<file path="config.mk">
export PLATFORM = sky130hd
export DESIGN_NAME = byte_substring_detector
export DESIGN_NICKNAME = d
export VERILOG_FILES = /design/src/rtl/bsd_pkg.sv /design/src/rtl/bsd_front.sv /design/src/rtl/bsd_queue.sv /design/src/rtl/bsd_back.sv /design/src/rtl/byte_substring_detector.sv
export VERILOG_INCLUDE_DIRS = /design/src /design/src/rtl
export SDC_FILE = /design/constraint.sdc
export NUM_CORES = 1
export LEC_CHECK = 0
export BUFFER_PORTS_ARGS = -buffer_cell sky130_fd_sc_hd__buf_4
export CORE_MARGIN = 5
export CORE_UTILIZATION = 60
export DETAILED_ROUTE_END_ITERATION = 12
export PLACE_DENSITY = 0.88
export REMOVE_ABC_BUFFERS = 1
export SYNTH_ARGS = -nofsm -noshare
export SYNTH_HDL_FRONTEND = slang
export SYNTH_HIERARCHICAL = 1
export SYNTH_SLANG_ARGS = --single-unit
</file>
<file path="constraint.sdc">
create_clock -name clk -period 10.3 [get_ports clk]
set_clock_uncertainty 0.1 [all_clocks]
set_input_delay 1.03 -clock clk [delete_from_list [all_inputs] [get_ports clk]]
set_output_delay 1.03 -clock clk [all_outputs]
set_load 0.05 [all_outputs]
</file>
<file path="src/rtl/byte_substring_detector_assert.svh">
// Assertion macros for the byte substring detector.
// Needs a clock named clk and an active-low reset named rst_n in scope.
`ifndef BYTE_SUBSTRING_DETECTOR_ASSERT_SVH
`define BYTE_SUBSTRING_DETECTOR_ASSERT_SVH

// Same-cycle implication, checked out of reset.
`define BSD_ASSERT_NOW(label, ante, cons, msg) \
    label: assert property (@(posedge clk) disable iff (!rst_n) (ante) |-> (cons)) \
        else $error(msg);

// Next-cycle implication, checked out of reset.
`define BSD_ASSERT_NEXT(label, ante, cons, msg) \
    label: assert property (@(posedge clk) disable iff (!rst_n) (ante) |=> (cons)) \
        else $error(msg);

`endif

</file>
<file path="src/rtl/bsd_pkg.sv">
// Shared types, constants and helpers for the byte substring detector.
// No dependencies; imported by every module of the block.
`timescale 1ns / 1ps

package bsd_pkg;

    localparam int PAT_BYTES  = 16;   // needle bytes held in the registers
    localparam int LEN_W      = 5;
    localparam int CFG_DATA_W = 64;
    localparam int CFG_IDX_W  = 2;

    localparam int DEF_MAX_PATTERN = 16;
    localparam int DEF_QUEUE_DEPTH = 4;

    // Configuration register indexes
    localparam logic [CFG_IDX_W-1:0] REG_PATTERN_LOW  = 2'd0;
    localparam logic [CFG_IDX_W-1:0] REG_PATTERN_HIGH = 2'd1;
    localparam logic [CFG_IDX_W-1:0] REG_PATTERN_LEN  = 2'd2;

    typedef struct packed {
        logic [7:0] data;
        logic       last;
    } item_t;

    typedef struct packed {
        logic [PAT_BYTES*8-1:0] pattern;
        logic [LEN_W-1:0]       length;
    } cfg_t;

    typedef struct packed {
        logic full;
        logic empty;
    } q_status_t;

    function automatic logic [7:0] needle_byte(input logic [PAT_BYTES*8-1:0] pattern,
                                               input logic [3:0] idx);
        needle_byte = pattern[idx*8 +: 8];
    endfunction

endpackage

</file>
<file path="src/rtl/bsd_front.sv">
// Front end: registers each accepted byte and tags it as mid-stream or last.
// Depends on bsd_pkg.
`timescale 1ns / 1ps

module bsd_front (
    input  logic          clk,
    input  logic          rst_n,
    input  logic          in_valid,
    output logic          in_ready,
    input  logic [7:0]    data_byte,
    input  logic          is_final,
    output logic          item_valid,
    input  logic          item_ready,
    output bsd_pkg::item_t item
);
    import bsd_pkg::*;

    logic  valid_reg;
    item_t item_reg;

    // Holding stage frees up whenever the queue takes its item.
    assign in_ready   = !valid_reg || item_ready;
    assign item_valid = valid_reg;
    assign item       = item_reg;

    always_ff @(posedge clk or negedge rst_n)
    begin
        if (!rst_n)
        begin
            valid_reg <= 1'b0;
        end
        else if (in_ready)
        begin
            valid_reg <= in_valid;
        end
    end

    always_ff @(posedge clk)
    begin
        if (in_valid && in_ready)
        begin
            item_reg.data <= data_byte;
            item_reg.last <= is_final;
        end
    end

endmodule

</file>
<file path="src/rtl/bsd_queue.sv">
// Short FIFO between front and back ends.
// Depends on bsd_pkg.
`timescale 1ns / 1ps

module bsd_queue #(
    parameter int DEPTH = bsd_pkg::DEF_QUEUE_DEPTH
) (
    input  logic               clk,
    input  logic               rst_n,
    input  logic               push_valid,
    output logic               push_ready,
    input  bsd_pkg::item_t     push_item,
    output logic               pop_valid,
    input  logic               pop_ready,
    output bsd_pkg::item_t     pop_item,
    output bsd_pkg::q_status_t status
);
    import bsd_pkg::*;

    localparam int PTR_W = (DEPTH > 1) ? $clog2(DEPTH) : 1;
    localparam int CNT_W = $clog2(DEPTH + 1);

    item_t            mem [DEPTH];
    logic [PTR_W-1:0] wr_ptr_reg, wr_ptr_next;
    logic [PTR_W-1:0] rd_ptr_reg, rd_ptr_next;
    logic [CNT_W-1:0] count_reg, count_next;
    logic             push, pop;

    assign status.full  = (count_reg == CNT_W'(DEPTH));
    assign status.empty = (count_reg == '0);
    assign push_ready   = !status.full;
    assign pop_valid    = !status.empty;
    assign pop_item     = mem[rd_ptr_reg];
    assign push         = push_valid && push_ready;
    assign pop          = pop_valid && pop_ready;

    always_comb
    begin
        wr_ptr_next = wr_ptr_reg;
        rd_ptr_next = rd_ptr_reg;
        count_next  = count_reg;
        if (push)
        begin
            wr_ptr_next = (wr_ptr_reg == PTR_W'(DEPTH - 1)) ? '0 : wr_ptr_reg + 1'b1;
        end
        if (pop)
        begin
            rd_ptr_next = (rd_ptr_reg == PTR_W'(DEPTH - 1)) ? '0 : rd_ptr_reg + 1'b1;
        end
        if (push && !pop)
        begin
            count_next = count_reg + 1'b1;
        end
        else if (pop && !push)
        begin
            count_next = count_reg - 1'b1;
        end
    end

    always_ff @(posedge clk or negedge rst_n)
    begin
        if (!rst_n)
        begin
            wr_ptr_reg <= '0;
            rd_ptr_reg <= '0;
            count_reg  <= '0;
        end
        else
        begin
            wr_ptr_reg <= wr_ptr_next;
            rd_ptr_reg <= rd_ptr_next;
            count_reg  <= count_next;
        end
    end

    always_ff @(posedge clk)
    begin
        if (push)
        begin
            mem[wr_ptr_reg] <= push_item;
        end
    end

endmodule

</file>
<file path="src/rtl/bsd_back.sv">
// Back end: byte window, parallel needle compare, sticky match and result register.
// Depends on bsd_pkg.
`timescale 1ns / 1ps

module bsd_back #(
    parameter int MAX_PATTERN = bsd_pkg::DEF_MAX_PATTERN
) (
    input  logic           clk,
    input  logic           rst_n,
    input  bsd_pkg::cfg_t  cfg,
    input  logic           item_valid,
    output logic           item_ready,
    input  bsd_pkg::item_t item,
    output logic           out_valid,
    input  logic           out_ready,
    output logic           found
);
    import bsd_pkg::*;

    localparam int WIN_D  = (MAX_PATTERN > 1) ? MAX_PATTERN - 1 : 1;
    localparam int CMP_N  = (MAX_PATTERN < PAT_BYTES) ? MAX_PATTERN : PAT_BYTES;
    localparam int SEEN_W = $clog2(MAX_PATTERN + 1);
    localparam int CW     = ((SEEN_W > LEN_W) ? SEEN_W : LEN_W) + 1;

    logic [7:0]        recent_reg [WIN_D];
    logic [SEEN_W-1:0] seen_reg, seen_next;
    logic              match_seen_reg, match_seen_next;
    logic              out_valid_reg, found_reg;
    logic              match_now, bytes_ok, len_ok;
    logic              pop;
    logic [LEN_W-1:0]  idx;

    // A final byte needs the result register free; other bytes always go.
    assign item_ready = !item.last || !out_valid_reg || out_ready;
    assign pop        = item_valid && item_ready;
    assign out_valid  = out_valid_reg;
    assign found      = found_reg;

    always_comb
    begin
        len_ok   = (cfg.length != '0) && (cfg.length <= LEN_W'(CMP_N));
        bytes_ok = (CW'(seen_reg) + CW'(1)) >= CW'(cfg.length);
        idx      = cfg.length - 1'b1;
        match_now = len_ok && bytes_ok &&
                    (needle_byte(cfg.pattern, idx[3:0]) == item.data);
        for (int k = 1; k < CMP_N; k++)
        begin
            idx = cfg.length - LEN_W'(k) - 1'b1;
            if ((LEN_W'(k) < cfg.length) &&
                (needle_byte(cfg.pattern, idx[3:0]) != recent_reg[k-1]))
            begin
                match_now = 1'b0;
            end
        end
    end

    always_comb
    begin
        seen_next       = seen_reg;
        match_seen_next = match_seen_reg;
        if (pop)
        begin
            if (item.last)
            begin
                seen_next       = '0;
                match_seen_next = 1'b0;
            end
            else
            begin
                match_seen_next = match_seen_reg || match_now;
                if (seen_reg != SEEN_W'(MAX_PATTERN))
                begin
                    seen_next = seen_reg + 1'b1;
                end
            end
        end
    end

    always_ff @(posedge clk or negedge rst_n)
    begin
        if (!rst_n)
        begin
            seen_reg       <= '0;
            match_seen_reg <= 1'b0;
            out_valid_reg  <= 1'b0;
        end
        else
        begin
            seen_reg       <= seen_next;
            match_seen_reg <= match_seen_next;
            if (pop && item.last)
            begin
                out_valid_reg <= 1'b1;
            end
            else if (out_ready)
            begin
                out_valid_reg <= 1'b0;
            end
        end
    end

    always_ff @(posedge clk)
    begin
        if (pop && item.last)
        begin
            found_reg <= match_seen_reg || match_now;
        end
    end

    // Window of earlier bytes, newest in entry 0; entries past the byte count
    // are never compared, so no clear is needed.
    generate
        if (MAX_PATTERN > 1)
        begin : g_window
            always_ff @(posedge clk)
            begin
                if (pop && !item.last)
                begin
                    recent_reg[0] <= item.data;
                    for (int i = 1; i < WIN_D; i++)
                    begin
                        recent_reg[i] <= recent_reg[i-1];
                    end
                end
            end
        end
        else
        begin : g_no_window
            always_ff @(posedge clk)
            begin
                recent_reg[0] <= 8'h00;
            end
        end
    endgenerate

endmodule

</file>
<file path="src/rtl/byte_substring_detector.sv">
// Top level of the streaming byte substring detector.
// Depends on bsd_pkg, bsd_front, bsd_queue, bsd_back and the assertion header.
`timescale 1ns / 1ps

// Haystack bytes arrive one item per cycle on in_valid/in_ready while
// in_ready is high, with is_final set on the last byte of a search. The
// needle (up to 16 bytes, byte 0 in bits 7:0 of pattern_low_reg) and its
// length must be written through cfg_we/cfg_index/cfg_data only while the
// block is idle; the block itself does not enforce this. Index 0 is the
// low eight needle bytes, 1 the high eight, 2 the length (cfg_data[4:0]).
// Exactly one result item comes out per final byte: found is 1 when the
// needle occurred anywhere in that haystack. A zero length, a length above
// 16 or above MAX_PATTERN, or a haystack shorter than the needle all give 0.
// Sustained rate is one byte per cycle while the output is not stalled:
// each byte is compared against the whole needle combinationally by a
// parallel byte-equality check in the back end. After the final byte is
// accepted it passes through the front holding register and a queue entry
// before the result register loads and out_valid rises. A stalled output
// blocks only final items; the queue of QUEUE_DEPTH items lets the front
// keep taking bytes meanwhile. Stream state clears itself after each final
// byte; the needle registers keep their values.

module byte_substring_detector #(
    parameter int MAX_PATTERN = bsd_pkg::DEF_MAX_PATTERN,
    parameter int QUEUE_DEPTH = bsd_pkg::DEF_QUEUE_DEPTH
) (
    input  logic                           clk,
    input  logic                           rst_n,
    // configuration write port
    input  logic                           cfg_we,
    input  logic [bsd_pkg::CFG_IDX_W-1:0]  cfg_index,
    input  logic [bsd_pkg::CFG_DATA_W-1:0] cfg_data,
    // haystack input
    input  logic                           in_valid,
    output logic                           in_ready,
    input  logic [7:0]                     data_byte,
    input  logic                           is_final,
    // result output
    output logic                           out_valid,
    input  logic                           out_ready,
    output logic                           found
);
    import bsd_pkg::*;

    `include "byte_substring_detector_assert.svh"

    // Needle registers
    logic [63:0]      pattern_low_reg;
    logic [63:0]      pattern_high_reg;
    logic [LEN_W-1:0] pattern_len_reg;
    cfg_t             cfg;

    // Front to queue
    logic      fr_valid, fr_ready;
    item_t     fr_item;
    // Queue to back
    logic      q_valid, q_ready;
    item_t     q_item;
    q_status_t q_stat;

    always_ff @(posedge clk or negedge rst_n)
    begin
        if (!rst_n)
        begin
            pattern_low_reg  <= '0;
            pattern_high_reg <= '0;
            pattern_len_reg  <= '0;
        end
        else if (cfg_we)
        begin
            unique case (cfg_index)
                REG_PATTERN_LOW:  pattern_low_reg  <= cfg_data;
                REG_PATTERN_HIGH: pattern_high_reg <= cfg_data;
                REG_PATTERN_LEN:  pattern_len_reg  <= cfg_data[LEN_W-1:0];
                default:          ; // unused index: write is dropped
            endcase
        end
    end

    assign cfg.pattern = {pattern_high_reg, pattern_low_reg};
    assign cfg.length  = pattern_len_reg;

    bsd_front u_front (
        .clk        (clk),
        .rst_n      (rst_n),
        .in_valid   (in_valid),
        .in_ready   (in_ready),
        .data_byte  (data_byte),
        .is_final   (is_final),
        .item_valid (fr_valid),
        .item_ready (fr_ready),
        .item       (fr_item)
    );

    bsd_queue #(
        .DEPTH (QUEUE_DEPTH)
    ) u_queue (
        .clk        (clk),
        .rst_n      (rst_n),
        .push_valid (fr_valid),
        .push_ready (fr_ready),
        .push_item  (fr_item),
        .pop_valid  (q_valid),
        .pop_ready  (q_ready),
        .pop_item   (q_item),
        .status     (q_stat)
    );

    bsd_back #(
        .MAX_PATTERN (MAX_PATTERN)
    ) u_back (
        .clk        (clk),
        .rst_n      (rst_n),
        .cfg        (cfg),
        .item_valid (q_valid),
        .item_ready (q_ready),
        .item       (q_item),
        .out_valid  (out_valid),
        .out_ready  (out_ready),
        .found      (found)
    );

    // A new result only ever follows a final item leaving the queue.
    `BSD_ASSERT_NOW(a_result_from_final, $rose(out_valid), $past(q_valid && q_ready && q_item.last), "result without a final item")
    // Input stalls only when the front holds an item the queue cannot take.
    `BSD_ASSERT_NOW(a_stall_cause, !in_ready, fr_valid && q_stat.full, "input stalled with room to spare")
    // Queue cannot be full and empty at once.
    `BSD_ASSERT_NOW(a_queue_count, q_stat.full, !q_stat.empty, "queue full and empty together")
    // An unread result is held until taken.
    `BSD_ASSERT_NEXT(a_result_held, out_valid && !out_ready, out_valid && $stable(found), "result dropped while stalled")

endmodule
</file>
==> summary.md <==
The kind of start point of the critical path was a flip-flop. The total of fill cells in the finished design was 2,635; the total clock sinks was 314. For the worst setup path, the data required time is 10.68 ns.

The tools report the count of cells resized by post-cts repair as 0. VDD sags by at most 0.2281 mV. Input and output buffers added on the ports amount to 82. The first global-routing pass estimated 97,250 um of wire.

Cells with a size suffix above 1 make up 33.19% of the layout. The tools report the final weighted congestion in routability-driven placement as 1.011. The area growth from synthesis to final layout works out to 9.213%.

The number of CTS-inserted buffers is 38, and the leakage power total is 0.009812 uW. The die is 204.1 um wide. The final count of negative-setup-slack endpoints was 0; the highest fanout seen on the critical path was 51. Synthesis produced 1,585 cells. H-tree depth reported by CTS: 2. The number of cell rows came out at 71. In the final layout, flip-flops and latches occupy 8700 um^2. The run gives 0.55 ns as the source-to-sink clock delay at the later pin of the worst-skew pair. TritonCTS built the clock tree. The final routed wirelength across all metal layers was 63,860 um. After the last flow step, the layout net total stands at 1,735. The core region is 37,400 um^2. Global routing consumed, over all layers together, 30.52% of the routing resources. Entering global routing, the biggest net connects 84 pins.

Pin placement for this block handled 83 I/O pins. The HPWL after detailed placement is 45,690 um. The power density over the cells was 324.1 nW/um^2. The share of the cycle needed by the critical path after routing is 67.19%.

OpenSTA, run right after detailed placement, puts the worst setup slack at 3.488 ns. Before antenna repair, the detailed router went through 6 iterations. After detailed placement, the total cell area comes to 23,410 um^2.

The cell sitting at the root of the clock tree is a clkbuf_16. Buffers added to address setup during post-CTS repair amount to 0. Measured against its own limit, the worst slew margin works out to 20.26%. Across all layers, the routed design uses 15,372 vias.

The initial antenna violation count is 0. The count of nets left with antenna violations once routing finished came out at 0. The final instance area is 24,690 um^2, and the post-layout total power is 8004 uW. The final critical delay including setup and external delays works out to 6.920 ns.

The critical setup path kind is reg -> reg. The number of hold buffers added after CTS was 0. Dividing the detail-routed via count by the number of cells gives 7.081. The overall die height was 204.1 um.

After layout, the worst setup slack is 3.380 ns. STA puts the critical path data arrival time at 7.30 ns. The run gives 0 as the count of final hold-check violations.

Setup repair after global routing left no endpoint under its margin. The floorplan step defined a die boundary enclosing 41,670 um^2. The total overflow left after global routing is 0.

During synthesis, Yosys emitted a total of 6 warnings. The number of DRC markers in iteration 0 is 2,129, and the slew at the pin closest to its max-slew limit is 1.196 ns. The accumulated negative setup slack is 0 ns, and the mean area per synthesized cell is 14.27 um^2. Summing all multi-input logic gate instances after layout gives 13,180 um^2.

In this run the worst hold path is classified as reg -> reg. The repair_antennas step left the layout with diodes totalling 0. For this run, design rule violations remaining after detail routing come to 0.

The clock-pin slew of the registers on the worst-case setup and hold paths is 0.06 ns. Summing every instance area after synthesis gives 22,610 um^2. The number of flip-flops under the largest register name was 120; the worst-case hold slack was 0.3721 ns.

In the final routed layout, each cell accounts on average for 29.41 um. The starting density of the core was 60.46%; the number of global-route vias before repair was 15,415. The longest clock path from root to sink contains 3 buffers. The tools report the number of max-slew violations in the final report as 0. The number of max-cap violations was 0. STA classifies the critical path endpoint as a flip-flop.

Maximum clock rate: 144.5 MHz. The run finished with clean final reports.
-- final timing paths --
path,slack (ns),end,startpoint,cells past startpoint
worst max-delay path,3.38,u_back/match_seen_reg,pattern_len_reg[0],13
worst min register to register,0.37,u_back/recent_reg[1][12],u_back/recent_reg[1][4],0
worst max register to register,3.38,u_back/match_seen_reg,pattern_len_reg[0],13
min in group asynchronous,0.44,u_queue/count_reg[1],rst_n,1
max in group asynchronous,8.25,pattern_len_reg[1],rst_n,2
worst min-delay path,0.37,u_back/recent_reg[1][12],u_back/recent_reg[1][4],0
-- final cells by class --
| class | instances | area share (%) |
|---|---|---|
| clock buffers | 54 | 4.555 |
| clock inverters | 15 | 0.6587 |
| inverters | 14 | 0.2179 |
| multi-input cells | 1152 | 53.36 |
| flip-flops and latches | 314 | 35.23 |
| well taps | 511 | 2.589 |
| repair buffers | 111 | 3.390 |
-- worst max-delay path, stage by stage, from the launching register on --
cell and delay (ns):
dfrtp_4 0.90, clkinv_2 0.77, ha_4 0.95, buf_4 0.75, mux2i_1 0.24, mux4_2 0.56, xnor2_1 0.15, o21ai_0 0.38
nand4_1 0.26, or4_4 0.60, o41ai_2 0.34, o2111ai_1 0.17, o31ai_2 0.33, o211a_1 0.18
-- layer usage --
metal  share of wire (%)  vias up  global-route usage (%)
li1                    -     6342                       -
met3                 9.9      153                   5.887
met4                 3.6        0                   10.12
met1                  39     7978                   43.11
met5                   0        -                       0
met2                  47      899                   48.24
-- layout by cell type, fill, tap and decap left out, types with 6 or more instances in the layout --
cell type  instances
mux4_2           189
nor3_1            19
nand2_1           30
dfrtp_1          145
nor4_1            16
clkbuf_1           8
xnor2_1           81
a211oi_1          10
ha_1              21
a21oi_1           21
nand2b_1           7
buf_4            110
nor2_1            30
mux2_2            98
inv_1             11
a31oi_1            8
mux2_4            67
mux2i_1          276
nor2b_1           11
xor2_1           104
nand4_1           16
o21ai_0           12
nand3b_1           7
o22ai_1            6
and2_1             7
nand3_1           25
edfxtp_1         166
clkbuf_16         41
-- stage by stage --
stage	utilization [%]	std cells
after floorplan	-	1480
after global placement	62.59	2102
after detailed placement	62.59	2102
after CTS	66.03	2171
after global routing	66.03	2171
final	66.03	2171
-- report_power, final --
part / internal, uW / switching [uW]
sequential: 1940 / 550
combinational: 1850 / 2280
clock: 839 / 545
No activity file was read; power rests on OpenSTA's default activity.
